File: src/hw/rtl/ffha_pkg.sv
// Shared types and constants of the first-fit heap allocator.
// Holds the table geometry, status codes, state encoding and the
// command and status structs between controller and datapath. No dependencies.
package ffha_pkg;

	localparam int MAX_BLOCKS   = 64;
	localparam int HEADER_BYTES = 24;

	localparam int ADDR_W = 20;
	localparam int TOP_W  = 21;
	localparam int CAP_W  = 21;
	localparam int SUM_W  = TOP_W + 1;
	localparam int STAT_W = 3;
	localparam int CNT_W  = $clog2(MAX_BLOCKS + 1);
	localparam int IDX_W  = $clog2(MAX_BLOCKS);

	localparam logic [CAP_W-1:0] CAP_LIMIT = CAP_W'(1 << ADDR_W);
	localparam logic [CAP_W-1:0] CAP_RESET = CAP_W'(65536);

	// Request kinds.
	localparam logic REQ_ALLOC = 1'b0;
	localparam logic REQ_FREE  = 1'b1;

	// Result status codes.
	localparam logic [STAT_W-1:0] STAT_OK         = 3'd0;
	localparam logic [STAT_W-1:0] STAT_ZERO_NULL  = 3'd1;
	localparam logic [STAT_W-1:0] STAT_HEAP_FULL  = 3'd2;
	localparam logic [STAT_W-1:0] STAT_TABLE_FULL = 3'd3;
	localparam logic [STAT_W-1:0] STAT_UNKNOWN    = 3'd4;

	typedef enum logic [1:0] {
		ST_IDLE,
		ST_SCAN,
		ST_FINISH
	} ffha_state_t;

	// One entry of the block table.
	typedef struct packed {
		logic [ADDR_W-1:0] start;
		logic [ADDR_W-1:0] size;
		logic              free;
	} ffha_entry_t;

	// Controller to datapath.
	typedef struct packed {
		logic load;
		logic scan;
		logic commit;
	} ffha_cmd_t;

	// Datapath to controller.
	typedef struct packed {
		logic hit;
		logic done;
		logic out_free;
	} ffha_sts_t;

endpackage

File: src/hw/rtl/ffha_ctrl.sv
// Sequencing controller of the first-fit heap allocator.
// Steps each item through accept, table walk and commit. Depends on ffha_pkg.
module ffha_ctrl (
	input  logic                  clk,
	input  logic                  arst_n,
	input  logic                  in_valid,
	output logic                  in_ready,
	input  ffha_pkg::ffha_sts_t   sts,
	output ffha_pkg::ffha_cmd_t   cmd
);
	import ffha_pkg::*;

	ffha_state_t state_q;
	ffha_state_t state_d;

	always_ff @(posedge clk or negedge arst_n) begin
		if (!arst_n) begin
			state_q <= ST_IDLE;
		end else begin
			state_q <= state_d;
		end
	end

	always_comb begin
		state_d = state_q;
		unique case (state_q)
			ST_IDLE: begin
				if (in_valid) begin
					state_d = ST_SCAN;
				end
			end
			ST_SCAN: begin
				if (sts.hit || sts.done) begin
					state_d = ST_FINISH;
				end
			end
			ST_FINISH: begin
				if (sts.out_free) begin
					state_d = ST_IDLE;
				end
			end
			default: begin
				state_d = ST_IDLE;
			end
		endcase
	end

	always_comb begin
		in_ready   = 1'b0;
		cmd        = '0;
		unique case (state_q)
			ST_IDLE: begin
				in_ready = 1'b1;
				cmd.load = in_valid;
			end
			ST_SCAN: begin
				cmd.scan = 1'b1;
			end
			ST_FINISH: begin
				cmd.commit = sts.out_free;
			end
			default: begin
				in_ready = 1'b0;
			end
		endcase
	end

endmodule

File: src/hw/rtl/ffha_dpath.sv
// Datapath of the first-fit heap allocator: block table memory, scan
// pipeline, heap top, block count, capacity register and result register.
// Depends on ffha_pkg; driven by ffha_ctrl.
module ffha_dpath (
	input  logic                           clk,
	input  logic                           arst_n,
	input  ffha_pkg::ffha_cmd_t            cmd,
	output ffha_pkg::ffha_sts_t            sts,
	input  logic                           req_type,
	input  logic [ffha_pkg::ADDR_W-1:0]    req_size,
	input  logic [ffha_pkg::ADDR_W-1:0]    free_addr,
	input  logic                           cfg_we,
	input  logic [ffha_pkg::CAP_W-1:0]     cfg_data,
	output logic                           out_valid,
	input  logic                           out_ready,
	output logic [ffha_pkg::ADDR_W-1:0]    out_addr,
	output logic [ffha_pkg::STAT_W-1:0]    out_status
);
	import ffha_pkg::*;

	ffha_entry_t mem [MAX_BLOCKS];

	logic              type_q;
	logic [ADDR_W-1:0] size_q;
	logic [ADDR_W-1:0] addr_q;
	logic [CAP_W-1:0]  cap_q;
	logic [CNT_W-1:0]  count_q;
	logic [TOP_W-1:0]  top_q;
	logic [CNT_W-1:0]  idx_q;

	logic              rdv_s1;
	logic [IDX_W-1:0]  ridx_s1;
	ffha_entry_t       rdata_s1;

	logic              found_q;
	logic [IDX_W-1:0]  found_idx_q;
	ffha_entry_t       found_q_entry_q;

	logic              out_valid_q;
	logic [ADDR_W-1:0] out_addr_q;
	logic [STAT_W-1:0] out_status_q;

	logic              trivial;
	logic              rd_en;
	logic              match;
	logic [TOP_W-1:0]  ent_payload;
	logic [SUM_W-1:0]  end_sum;
	logic              fits;

	logic              wr_en;
	logic [IDX_W-1:0]  wr_idx;
	ffha_entry_t       wr_entry;
	logic              cnt_inc;
	logic              cnt_dec;
	logic              top_load;
	logic [TOP_W-1:0]  top_d;
	logic [ADDR_W-1:0] res_addr;
	logic [STAT_W-1:0] res_status;

	// Zero-size allocate and null free settle without a table walk.
	assign trivial = (type_q == REQ_ALLOC) ? (size_q == '0) : (addr_q == '0);

	assign rd_en = cmd.scan && !trivial && (idx_q < count_q);

	assign ent_payload = {1'b0, rdata_s1.start} + TOP_W'(HEADER_BYTES);
	assign match = (type_q == REQ_ALLOC) ? (rdata_s1.free && (rdata_s1.size >= size_q))
	                                     : (ent_payload == {1'b0, addr_q});

	assign sts.hit      = cmd.scan && rdv_s1 && match;
	assign sts.done     = trivial || ((idx_q >= count_q) && !rdv_s1);
	assign sts.out_free = !out_valid_q || out_ready;

	assign end_sum = {1'b0, top_q} + SUM_W'(HEADER_BYTES) + SUM_W'(size_q);
	assign fits    = end_sum <= SUM_W'(cap_q);

	// Outcome of the item, applied when the controller commits.
	always_comb begin
		wr_en      = 1'b0;
		wr_idx     = found_idx_q;
		wr_entry   = found_q_entry_q;
		cnt_inc    = 1'b0;
		cnt_dec    = 1'b0;
		top_load   = 1'b0;
		top_d      = top_q;
		res_addr   = '0;
		res_status = STAT_OK;
		if (trivial) begin
			res_status = STAT_ZERO_NULL;
		end else if (type_q == REQ_ALLOC) begin
			if (found_q) begin
				wr_en         = 1'b1;
				wr_entry.free = 1'b0;
				res_addr      = ADDR_W'({1'b0, found_q_entry_q.start} + TOP_W'(HEADER_BYTES));
			end else if (!fits) begin
				res_status = STAT_HEAP_FULL;
			end else if (count_q >= CNT_W'(MAX_BLOCKS)) begin
				res_status = STAT_TABLE_FULL;
			end else begin
				wr_en          = 1'b1;
				wr_idx         = count_q[IDX_W-1:0];
				wr_entry.start = top_q[ADDR_W-1:0];
				wr_entry.size  = size_q;
				wr_entry.free  = 1'b0;
				cnt_inc        = 1'b1;
				top_load       = 1'b1;
				top_d          = end_sum[TOP_W-1:0];
				res_addr       = ADDR_W'(top_q + TOP_W'(HEADER_BYTES));
			end
		end else begin
			if (!found_q) begin
				res_status = STAT_UNKNOWN;
			end else if ((CNT_W'(found_idx_q) + CNT_W'(1)) == count_q) begin
				// The last block is popped and the top falls back to its start.
				cnt_dec  = 1'b1;
				top_load = 1'b1;
				top_d    = {1'b0, found_q_entry_q.start};
			end else begin
				wr_en         = 1'b1;
				wr_entry.free = 1'b1;
			end
		end
	end

	// Table memory: one write port, one registered read port.
	always_ff @(posedge clk) begin
		if (cmd.commit && wr_en) begin
			mem[wr_idx] <= wr_entry;
		end
		if (rd_en) begin
			rdata_s1 <= mem[idx_q[IDX_W-1:0]];
		end
	end

	always_ff @(posedge clk) begin
		if (cmd.load) begin
			type_q <= req_type;
			size_q <= req_size;
			addr_q <= free_addr;
		end
		if (rd_en) begin
			ridx_s1 <= idx_q[IDX_W-1:0];
		end
		if (sts.hit) begin
			found_idx_q     <= ridx_s1;
			found_q_entry_q <= rdata_s1;
		end
		if (cmd.commit) begin
			out_addr_q   <= res_addr;
			out_status_q <= res_status;
		end
	end

	always_ff @(posedge clk or negedge arst_n) begin
		if (!arst_n) begin
			cap_q       <= CAP_RESET;
			count_q     <= '0;
			top_q       <= '0;
			idx_q       <= '0;
			rdv_s1      <= 1'b0;
			found_q     <= 1'b0;
			out_valid_q <= 1'b0;
		end else begin
			if (cfg_we) begin
				cap_q <= (cfg_data > CAP_LIMIT) ? CAP_LIMIT : cfg_data;
			end
			rdv_s1 <= rd_en;
			if (cmd.load) begin
				idx_q   <= '0;
				found_q <= 1'b0;
			end else begin
				if (rd_en) begin
					idx_q <= idx_q + CNT_W'(1);
				end
				if (sts.hit) begin
					found_q <= 1'b1;
				end
			end
			if (cmd.commit) begin
				if (cnt_inc) begin
					count_q <= count_q + CNT_W'(1);
				end else if (cnt_dec) begin
					count_q <= count_q - CNT_W'(1);
				end
				if (top_load) begin
					top_q <= top_d;
				end
			end
			if (cmd.commit) begin
				out_valid_q <= 1'b1;
			end else if (out_ready) begin
				out_valid_q <= 1'b0;
			end
		end
	end

	assign out_valid  = out_valid_q;
	assign out_addr   = out_addr_q;
	assign out_status = out_status_q;

	a_count_bound: assert property (@(posedge clk) disable iff (!arst_n)
		count_q <= CNT_W'(MAX_BLOCKS))
		else $error("block count exceeds table depth");

	a_top_bound: assert property (@(posedge clk) disable iff (!arst_n)
		top_q <= CAP_LIMIT)
		else $error("heap top beyond address space");

	a_empty_top: assert property (@(posedge clk) disable iff (!arst_n)
		(count_q == '0) |-> (top_q == '0))
		else $error("empty table with nonzero heap top");

	a_commit_out: assert property (@(posedge clk) disable iff (!arst_n)
		cmd.commit |=> out_valid_q)
		else $error("committed result not presented");

endmodule

File: src/hw/rtl/first_fit_heap_allocator_unit.sv
// Top level of the first-fit heap allocator: stream ports, configuration
// port, and the controller and datapath. Depends on ffha_pkg, ffha_ctrl, ffha_dpath.
//
//   Channel   Signals                      Direction  Contents
//   s_axis    tvalid tready tdata tuser    in         allocate or free request
//   m_axis    tvalid tready tdata          out        granted address and status
//   cfg       valid ready data             in         heap capacity in bytes
//
// An item is accepted, its table entries are read one by one through the single read
// port of the table memory, which is registered, and its result is committed; a walk
// that finds no match ends once it sees that it ran off the end of the table. The walk
// stops at the first matching entry; zero-size and null requests skip it, as does an
// empty table.
// Reset clears the block count and heap top and sets capacity to 65536; the
// table memory itself is not cleared, since only entries below the count are read.
// A stalled result stays in the output register; the next item is accepted and
// worked on meanwhile, and only its commit waits for the register to drain.
module first_fit_heap_allocator_unit (
	input  logic                        clk,
	input  logic                        arst_n,
	input  logic                        s_axis_tvalid,
	output logic                        s_axis_tready,
	// [19:0] req_size, [39:20] free_addr
	input  logic [39:0]                 s_axis_tdata,
	// [0] req_type
	input  logic                        s_axis_tuser,
	output logic                        m_axis_tvalid,
	input  logic                        m_axis_tready,
	// [19:0] result_addr, [22:20] status, [23] zero
	output logic [23:0]                 m_axis_tdata,
	input  logic                        cfg_valid,
	output logic                        cfg_ready,
	input  logic [ffha_pkg::CAP_W-1:0]  cfg_data
);
	import ffha_pkg::*;

	ffha_cmd_t         cmd;
	ffha_sts_t         sts;
	logic [ADDR_W-1:0] res_addr;
	logic [STAT_W-1:0] res_status;

	// Capacity is always writable; the user must write only while idle; not enforced.
	assign cfg_ready = 1'b1;

	ffha_ctrl u_ctrl (
		.clk      (clk),
		.arst_n   (arst_n),
		.in_valid (s_axis_tvalid),
		.in_ready (s_axis_tready),
		.sts      (sts),
		.cmd      (cmd)
	);

	ffha_dpath u_dpath (
		.clk        (clk),
		.arst_n     (arst_n),
		.cmd        (cmd),
		.sts        (sts),
		.req_type   (s_axis_tuser),
		.req_size   (s_axis_tdata[ADDR_W-1:0]),
		.free_addr  (s_axis_tdata[2*ADDR_W-1:ADDR_W]),
		.cfg_we     (cfg_valid && cfg_ready),
		.cfg_data   (cfg_data),
		.out_valid  (m_axis_tvalid),
		.out_ready  (m_axis_tready),
		.out_addr   (res_addr),
		.out_status (res_status)
	);

	// Result item packed with the address in the low bits, padded to whole bytes.
	assign m_axis_tdata = {1'b0, res_status, res_addr};

endmodule

File: config.mk
export PLATFORM = sky130hd
export DESIGN_NAME = first_fit_heap_allocator_unit
export DESIGN_NICKNAME = d
export VERILOG_FILES = /design/src/hw/rtl/ffha_pkg.sv /design/src/hw/rtl/ffha_ctrl.sv /design/src/hw/rtl/ffha_dpath.sv /design/src/hw/rtl/first_fit_heap_allocator_unit.sv
export SDC_FILE = /design/constraint.sdc
export NUM_CORES = 2
export LEC_CHECK = 0
export BUFFER_PORTS_ARGS = -buffer_cell sky130_fd_sc_hd__buf_2
export CORE_ASPECT_RATIO = 0.5
export CORE_MARGIN = 2
export CORE_UTILIZATION = 50
export CTS_BUF_LIST = sky130_fd_sc_hd__clkbuf_2
export CTS_CLUSTER_DIAMETER = 80
export DETAILED_ROUTE_END_ITERATION = 16
export GPL_TIMING_DRIVEN = 0
export PLACE_DENSITY = 0.76
export REMOVE_ABC_BUFFERS = 1
export SLEW_MARGIN = 25
export SYNTH_ARGS = -nofsm -noshare
export SYNTH_HDL_FRONTEND = slang
export SYNTH_SLANG_ARGS = --single-unit
export TNS_END_PERCENT = 30
File: constraint.sdc
create_clock -name clk -period 17.25 [get_ports clk]
set_input_delay 2.5875 -clock clk [delete_from_list [all_inputs] [get_ports clk]]
set_output_delay 2.5875 -clock clk [all_outputs]
set_load 0.02 [all_outputs]
Word level (Yosys, flattened, before mapping):

Memories as Yosys holds them, arrays and structs flattened. A register that Yosys moved wholly into a read port is not among the register bits.
Index checks and enable logic that the tools add are counted.

* memory bits (writable): 2624
* logic and storage cells: 136
* register bits: 178
* memories kept: 1

Memory list
* u_dpath.mem: words 64, bits a word 41, rd ports 1, clocked after Yosys merged registers in 1, wr ports 1, line ffha_dpath.sv:21 `ffha_entry_t mem [MAX_BLOCKS];`

* reduce and logical (&&, ||, !) cells: 25
* bitwise logic cells: 1
* order comparisons: 6
* multiplexer cells: 65
* equal/unequal tests: 11
* add/sub/neg operators: 9

Operator list (count)
* 21-bit 2-to-1 mux: 7
* 41-bit 2-to-1 mux: 3
* 40-bit 2-to-1 mux: 2
* 20-bit 2-to-1 mux: 3
* 20-bit by 5-bit adder with 20-bit output (second input constant): 2
* 20-bit logical NOT: 2
* 1-bit 2-to-1 mux: 32
* 6-bit 2-to-1 mux: 5
* 7-bit 2-to-1 mux: 4
* 21-bit by 5-bit adder with 22-bit output (second input constant): 1
* 22-bit by 20-bit adder with 22-bit output: 1
* 22-bit by 21-bit less-or-equal comparator with 1-bit output: 1
* 20-bit by 5-bit adder with 21-bit output (second input constant): 1
* 21-bit by 20-bit equality test with 1-bit output: 1
* 21-bit greater-than comparator (second input constant): 1
* 20-bit greater-or-equal comparator: 1
* 7-bit by 1-bit adder with 7-bit output (second input constant): 2
* 2-bit 2-to-1 mux: 5
* 2-bit nonzero test: 5
* 3-bit 2-to-1 mux: 3
* 2-bit by 1-bit inequality test with 1-bit output (second input constant): 4
* 8-bit AND reduction: 1
* 6-bit by 1-bit adder with 7-bit output (second input constant): 1
* 7-bit equality test: 1
* 16 further kinds: 28

Depth between registers and ports, before layout:

* depth in word-level cells: 10
* depth in mapped cells: 30
* gate-level depth less buffers: 27

Modules after synthesis:

From an unflattened synthesis, not the netlist that was laid out.

* cell total of the unflattened synthesis: 4905
* area, all modules: 111828.5 um^2

By module, submodules not included
* ffha_dpath: area an instance 111695.9 um^2, cells each 4889, times used 1
* ffha_ctrl: area an instance 110.1 um^2, cells each 12, times used 1
* first_fit_heap_allocator_unit: area an instance 22.5 um^2, cells each 4, times used 1

Least setup slack after synthesis:

Ideal clock, no wire load.

* path kind: reg2reg
* from: reg u_dpath.count_q[3]
* to: reg u_dpath.idx_q[6]
* buffers on the path: 1
* stages on the path, launching flop included: 13
* slack: 9.325 ns
* data arrival time: 7.730 ns
* path through: dfrtp_1 > clkbuf_1 > inv_1 > ha_1 > a21o_1 > a21o_1 > a211o_1 > nor4_1 > nand2_1 > nor2_1 > nand3_1 > xor2_1 > nor2_1

* cells in the longest elaborated chain, start to end: 3

RTL lines
* start: declaration: line ffha_dpath.sv:27 `logic [CNT_W-1:0] count_q;`
* start signal: assignment: line ffha_dpath.sv:180 `count_q <= count_q + CNT_W'(1);`
* start signal: assignment: line ffha_dpath.sv:182 `count_q <= count_q - CNT_W'(1);`
* 7-bit less-than comparator: line ffha_dpath.sv:63 `assign rd_en = cmd.scan && !trivial && (idx_q < count_q);`
* 1-bit logical AND: line ffha_dpath.sv:63
* named net u_dpath.rd_en: line ffha_dpath.sv:44 `logic rd_en;`
* 2-bit nonzero test (no source line)
* end signal: assignment: line ffha_dpath.sv:172 `idx_q <= idx_q + CNT_W'(1);`
* end: declaration: line ffha_dpath.sv:29 `logic [CNT_W-1:0] idx_q;`

The timed path passes the listed nets, and every way through them passes these cells.
A chain may end at the register's enable or synchronous reset.

Final worst setup path:

* from: reg u_dpath.size_q[0]
* to: mem u_dpath.mem[62][30] (netlist name), enable pin

* cells in the longest elaborated chain, start to end: 9

RTL lines
* start: declaration: line ffha_dpath.sv:24 `logic [ADDR_W-1:0] size_q;`
* start signal: assignment: line ffha_dpath.sv:137 `size_q <= req_size;`
* 22-bit by 20-bit adder with 22-bit output: line ffha_dpath.sv:73 `assign end_sum = {1'b0, top_q} + SUM_W'(HEADER_BYTES) + SUM_W'(size_q);`
* 22-bit by 21-bit less-or-equal comparator with 1-bit output: line ffha_dpath.sv:74 `assign fits = end_sum <= SUM_W'(cap_q);`
* 1-bit 2-to-1 mux: line ffha_dpath.sv:94 `end else if (!fits) begin`
* 1-bit 2-to-1 mux: line ffha_dpath.sv:90 `if (found_q) begin`
* 1-bit 2-to-1 mux: line ffha_dpath.sv:89 `end else if (type_q == REQ_ALLOC) begin`
* 1-bit 2-to-1 mux: line ffha_dpath.sv:87 `if (trivial) begin`
* 1-bit logical AND: line ffha_dpath.sv:126 `if (cmd.commit && wr_en) begin`
* 1-bit 2-to-1 mux: line ffha_dpath.sv:126
* 1-bit 2-to-1 mux (implied by the code): line ffha_dpath.sv:127 `mem[wr_idx] <= wr_entry;`
* end: declaration: line ffha_dpath.sv:21

Several ways; a longest one is shown, not always the timed one.

==> impl_metrics.json <==
{
  "numCtsBuffers": 639,
  "die_w_um": 672,
  "power_switching_mw": 7.00,
  "final_cell_mix": "edfxtp_1, clkbuf_2, mux4_2",
  "drt-total-wl_um": 326000,
  "grt_use_total_pct": 28.8,
  "tightestPinTransition_ps": 1400,
  "hold_class": "in -> async",
  "synth_warnings": 0,
  "core_sq_um": 221000,
  "start_util_pct": 50.4,
  "dp_hpwl_um": 212000,
  "clock_path_buffers": 4,
  "nets": 5894,
  "finalClockSkew_ps": 183,
  "final_antenna_net_count": 0,
  "finalSetupViolCount": 0,
  "rr_endpoint": "u_dpath.mem[62][30]",
  "synth_flop_cell": "edfxtp_1",
  "vias_per_cell": 6.56,
  "h-tree-depth": 6,
  "power.total_mw": 20.9,
  "fmax_mhz": 106,
  "clk_pin_slew_ps": 120,
  "post-route-util_pct": 58.5,
  "r2r_start": "u_dpath.size_q[0]",
  "stdcell_count": 9193,
  "drc": 0,
  "crit_type": "reg -> reg",
  "place_area_sq_um": 124000,
  "maxCapViolCount": 0,
  "combPwrFrac_pct": 32.6,
  "leakagePower_nw": 41.8,
  "rr_worst_depth": 24,
  "post_drt_wl_per_cell_um": 35.5,
  "ys_seq_area_share_pct": 76.2,
  "cp_max_fo": 85,
  "arrival_ps": 10970,
  "critPathCaptureType": "flop",
  "io_buffers": 91,
  "worstPathCellList": "ha_1, ha_1, inv_1, fa_1, nand2b_1, a21oi_1, a21o_1, a21oi_1, o21ai_0, xor2_1, ha_1, a21oi_1, o21ai_0, a2111oi_0, o221ai_1, a21oi_2, and3_4, inv_6, nor4_1, o21ai_2, nor2_4, buf_16, buf_16, buf_8",
  "slowest_delay_ps": 820,
  "dr.pass1.iters": 12,
  "synth_cells": 4896,
  "synth_top_area_cell": "edfxtp_1",
  "slew_headroom_pct": 6.37,
  "peakVddDrop_v": 0.000178,
  "placed_cells": 8059,
  "setup_tns_ps": 0,
  "postCtsHoldBufs": 0,
  "io_pins": 94,
  "cp_slowest_cell": "and3_4",
  "min_period_ps": 9400,
  "dieArea_sq_um": 227000,
  "r2r_slack_ps": 7850,
  "cts_tree": "yes",
  "cts_root_buffer": "clkbuf_2",
  "fp-row-count": 122,
  "grt-ovfl-total": 0,
  "outcome": "completed",
  "synth_edf_count": 2782,
  "synth.ff_latch_count": 2843,
  "crit_required_ps": 18820,
  "num_vias": 60300,
  "finalCritPeriodShare_pct": 54.5,
  "synth_top_cells_by_area": "edfxtp_1, mux4_2, dfrtp_1, ha_1, clkbuf_1",
  "pwr-share-clk_pct": 20.4,
  "syn_avg_cell_area_sq_um": 22.8,
  "ys_types": 72,
  "seqPwrFrac_pct": 47.0,
  "yosysTopAreaCellShare_pct": 74.9,
  "grt_pass1_wl_um": 453000,
  "grt_start_max_net_pins": 86,
  "crit_path_start_kind": "flop",
  "p_sw_share_pct": 33.6,
  "synthArstFlopShare_pct": 2.15,
  "hold_viol": 0,
  "dieHeight_um": 338,
  "clock_latency_ps": 2010,
  "rsz0062_at_grt": "no",
  "first_iter_violations": 10700,
  "final_common_cell": "edfxtp_1",
  "synth_area_sq_um": 112000,
  "p_int_mw": 13.9,
  "grt_antenna_before_repair": 9,
  "area_delta_synth_final_pct": 16.1,
  "drv_slew": 0,
  "clock-sinks": 2843,
  "ctsResizeCount": 0,
  "postLayoutCellArea_sq_um": 130000,
  "power_density_nw_per_um2": 161,
  "grt_pass1_vias": 61200,
  "gp_congestion": 0.942,
  "post-cts-setup-buffers": 0,
  "drive_gt1_share_pct": 39.2
}
[cell usage after synthesis (21+ instances only)]
master    instances
a21o_1           21
nor2_1          120
mux2i_1          24
a21oi_1          40
edfxtp_1       2782
nor4_1           23
xnor2_1          50
clkbuf_1        164
dfrtp_1          60
xor2_1           37
inv_1            79
ha_1             99
mux4_2          861
nand2_1         163
buf_1            58
o21ai_0          88
nand3_1          30
[registers in the layout, indices dropped and copies added, names as in the netlist, 2 cells and up]
signal / flops
u_dpath.count_q: 7
u_dpath.size_q: 20
u_dpath.out_status: 3
u_dpath.rdata_s1: 41
u_dpath.idx_q: 7
u_dpath.out_addr: 20
u_dpath.mem: 2624
u_dpath.top_q: 21
u_dpath.addr_q: 20
u_dpath.ridx_s1: 6
u_dpath.found_q_entry_q: 41
u_ctrl.state_q: 2
u_dpath.found_idx_q: 6
u_dpath.cap_q: 21
[metal layers]
layer / routed length [um] / global-route usage (%) / vias up
li1: - / - / 22800
met1: 104000 / 34.6 / 30500
met2: 152000 / 44.7 / 5550
met3: 46200 / 10.2 / 1359
met4: 23700 / 18.6 / 10
met5: 208 / 0.333 / -
[critical path: cells and delay by family (launching register included)]
family | cells | cell delay, ps
AO/OA/AOI/OAI | 10 | 3100
AND/OR/NAND/NOR | 4 | 2320
buffers and inverters | 5 | 1280
adder cells (fa/ha/maj) | 4 | 1240
flip-flops | 1 | 640
XOR/XNOR | 1 | 300
[through the flow]
stage	hold WS, ps	setup slack, ps
after floorplan	400	-10560
after global placement	401	-20680
after detailed placement	405	8320
after CTS	398	8230
after global routing	427	7930
final	436	7850
[logic make-up after synthesis]
family	share of synthesized area, %
AND/OR/NAND/NOR	1.82
other	0.00673
adder cells (fa/ha/maj)	1.15
flip-flops	76.2
buffers and inverters	1.09
AO/OA/AOI/OAI	1.39
XOR/XNOR	0.683
multiplexers	17.6
[power groups by stage]
stage                     Combinational [mW]  Sequential [mW]  Clock [mW]
final                                   6.80             9.81        4.25
after global routing                    7.15             9.81        4.62
after CTS                               6.64             9.79        4.29
after detailed placement                6.59             9.95           0
after global placement                  7.50             10.8           0
after floorplan                         5.81             10.5           0
[layout make-up]
cell class                 count  area (sq um)
timing repair buffer         420          8380
antenna                       20          50.0
tap                         2976          3720
multi-input combinational   1742         26300
clock inverter               171          1030
fill                       14700         91900
inverter                      80           305
clock buffer                 941          4710
sequential                  2843         85100
[worst max-delay path by stage]
stage          slack [ps]               from                   to  cells past startpoint
2_1_floorplan      -10560   u_dpath.idx_q[0]   u_dpath.ridx_s1[0]                      0
3_3_place_gp       -20680   u_dpath.idx_q[0]   u_dpath.ridx_s1[0]                      0
3_5_place_dp         8320  u_dpath.size_q[0]  u_dpath.mem[62][33]                     24
4_1_cts              8230  u_dpath.size_q[0]  u_dpath.mem[62][30]                     24
5_1_grt              7930  u_dpath.size_q[0]  u_dpath.mem[62][30]                     24
6_report             7850  u_dpath.size_q[0]  u_dpath.mem[62][30]                     24
(Power assumes the default switching activity.)
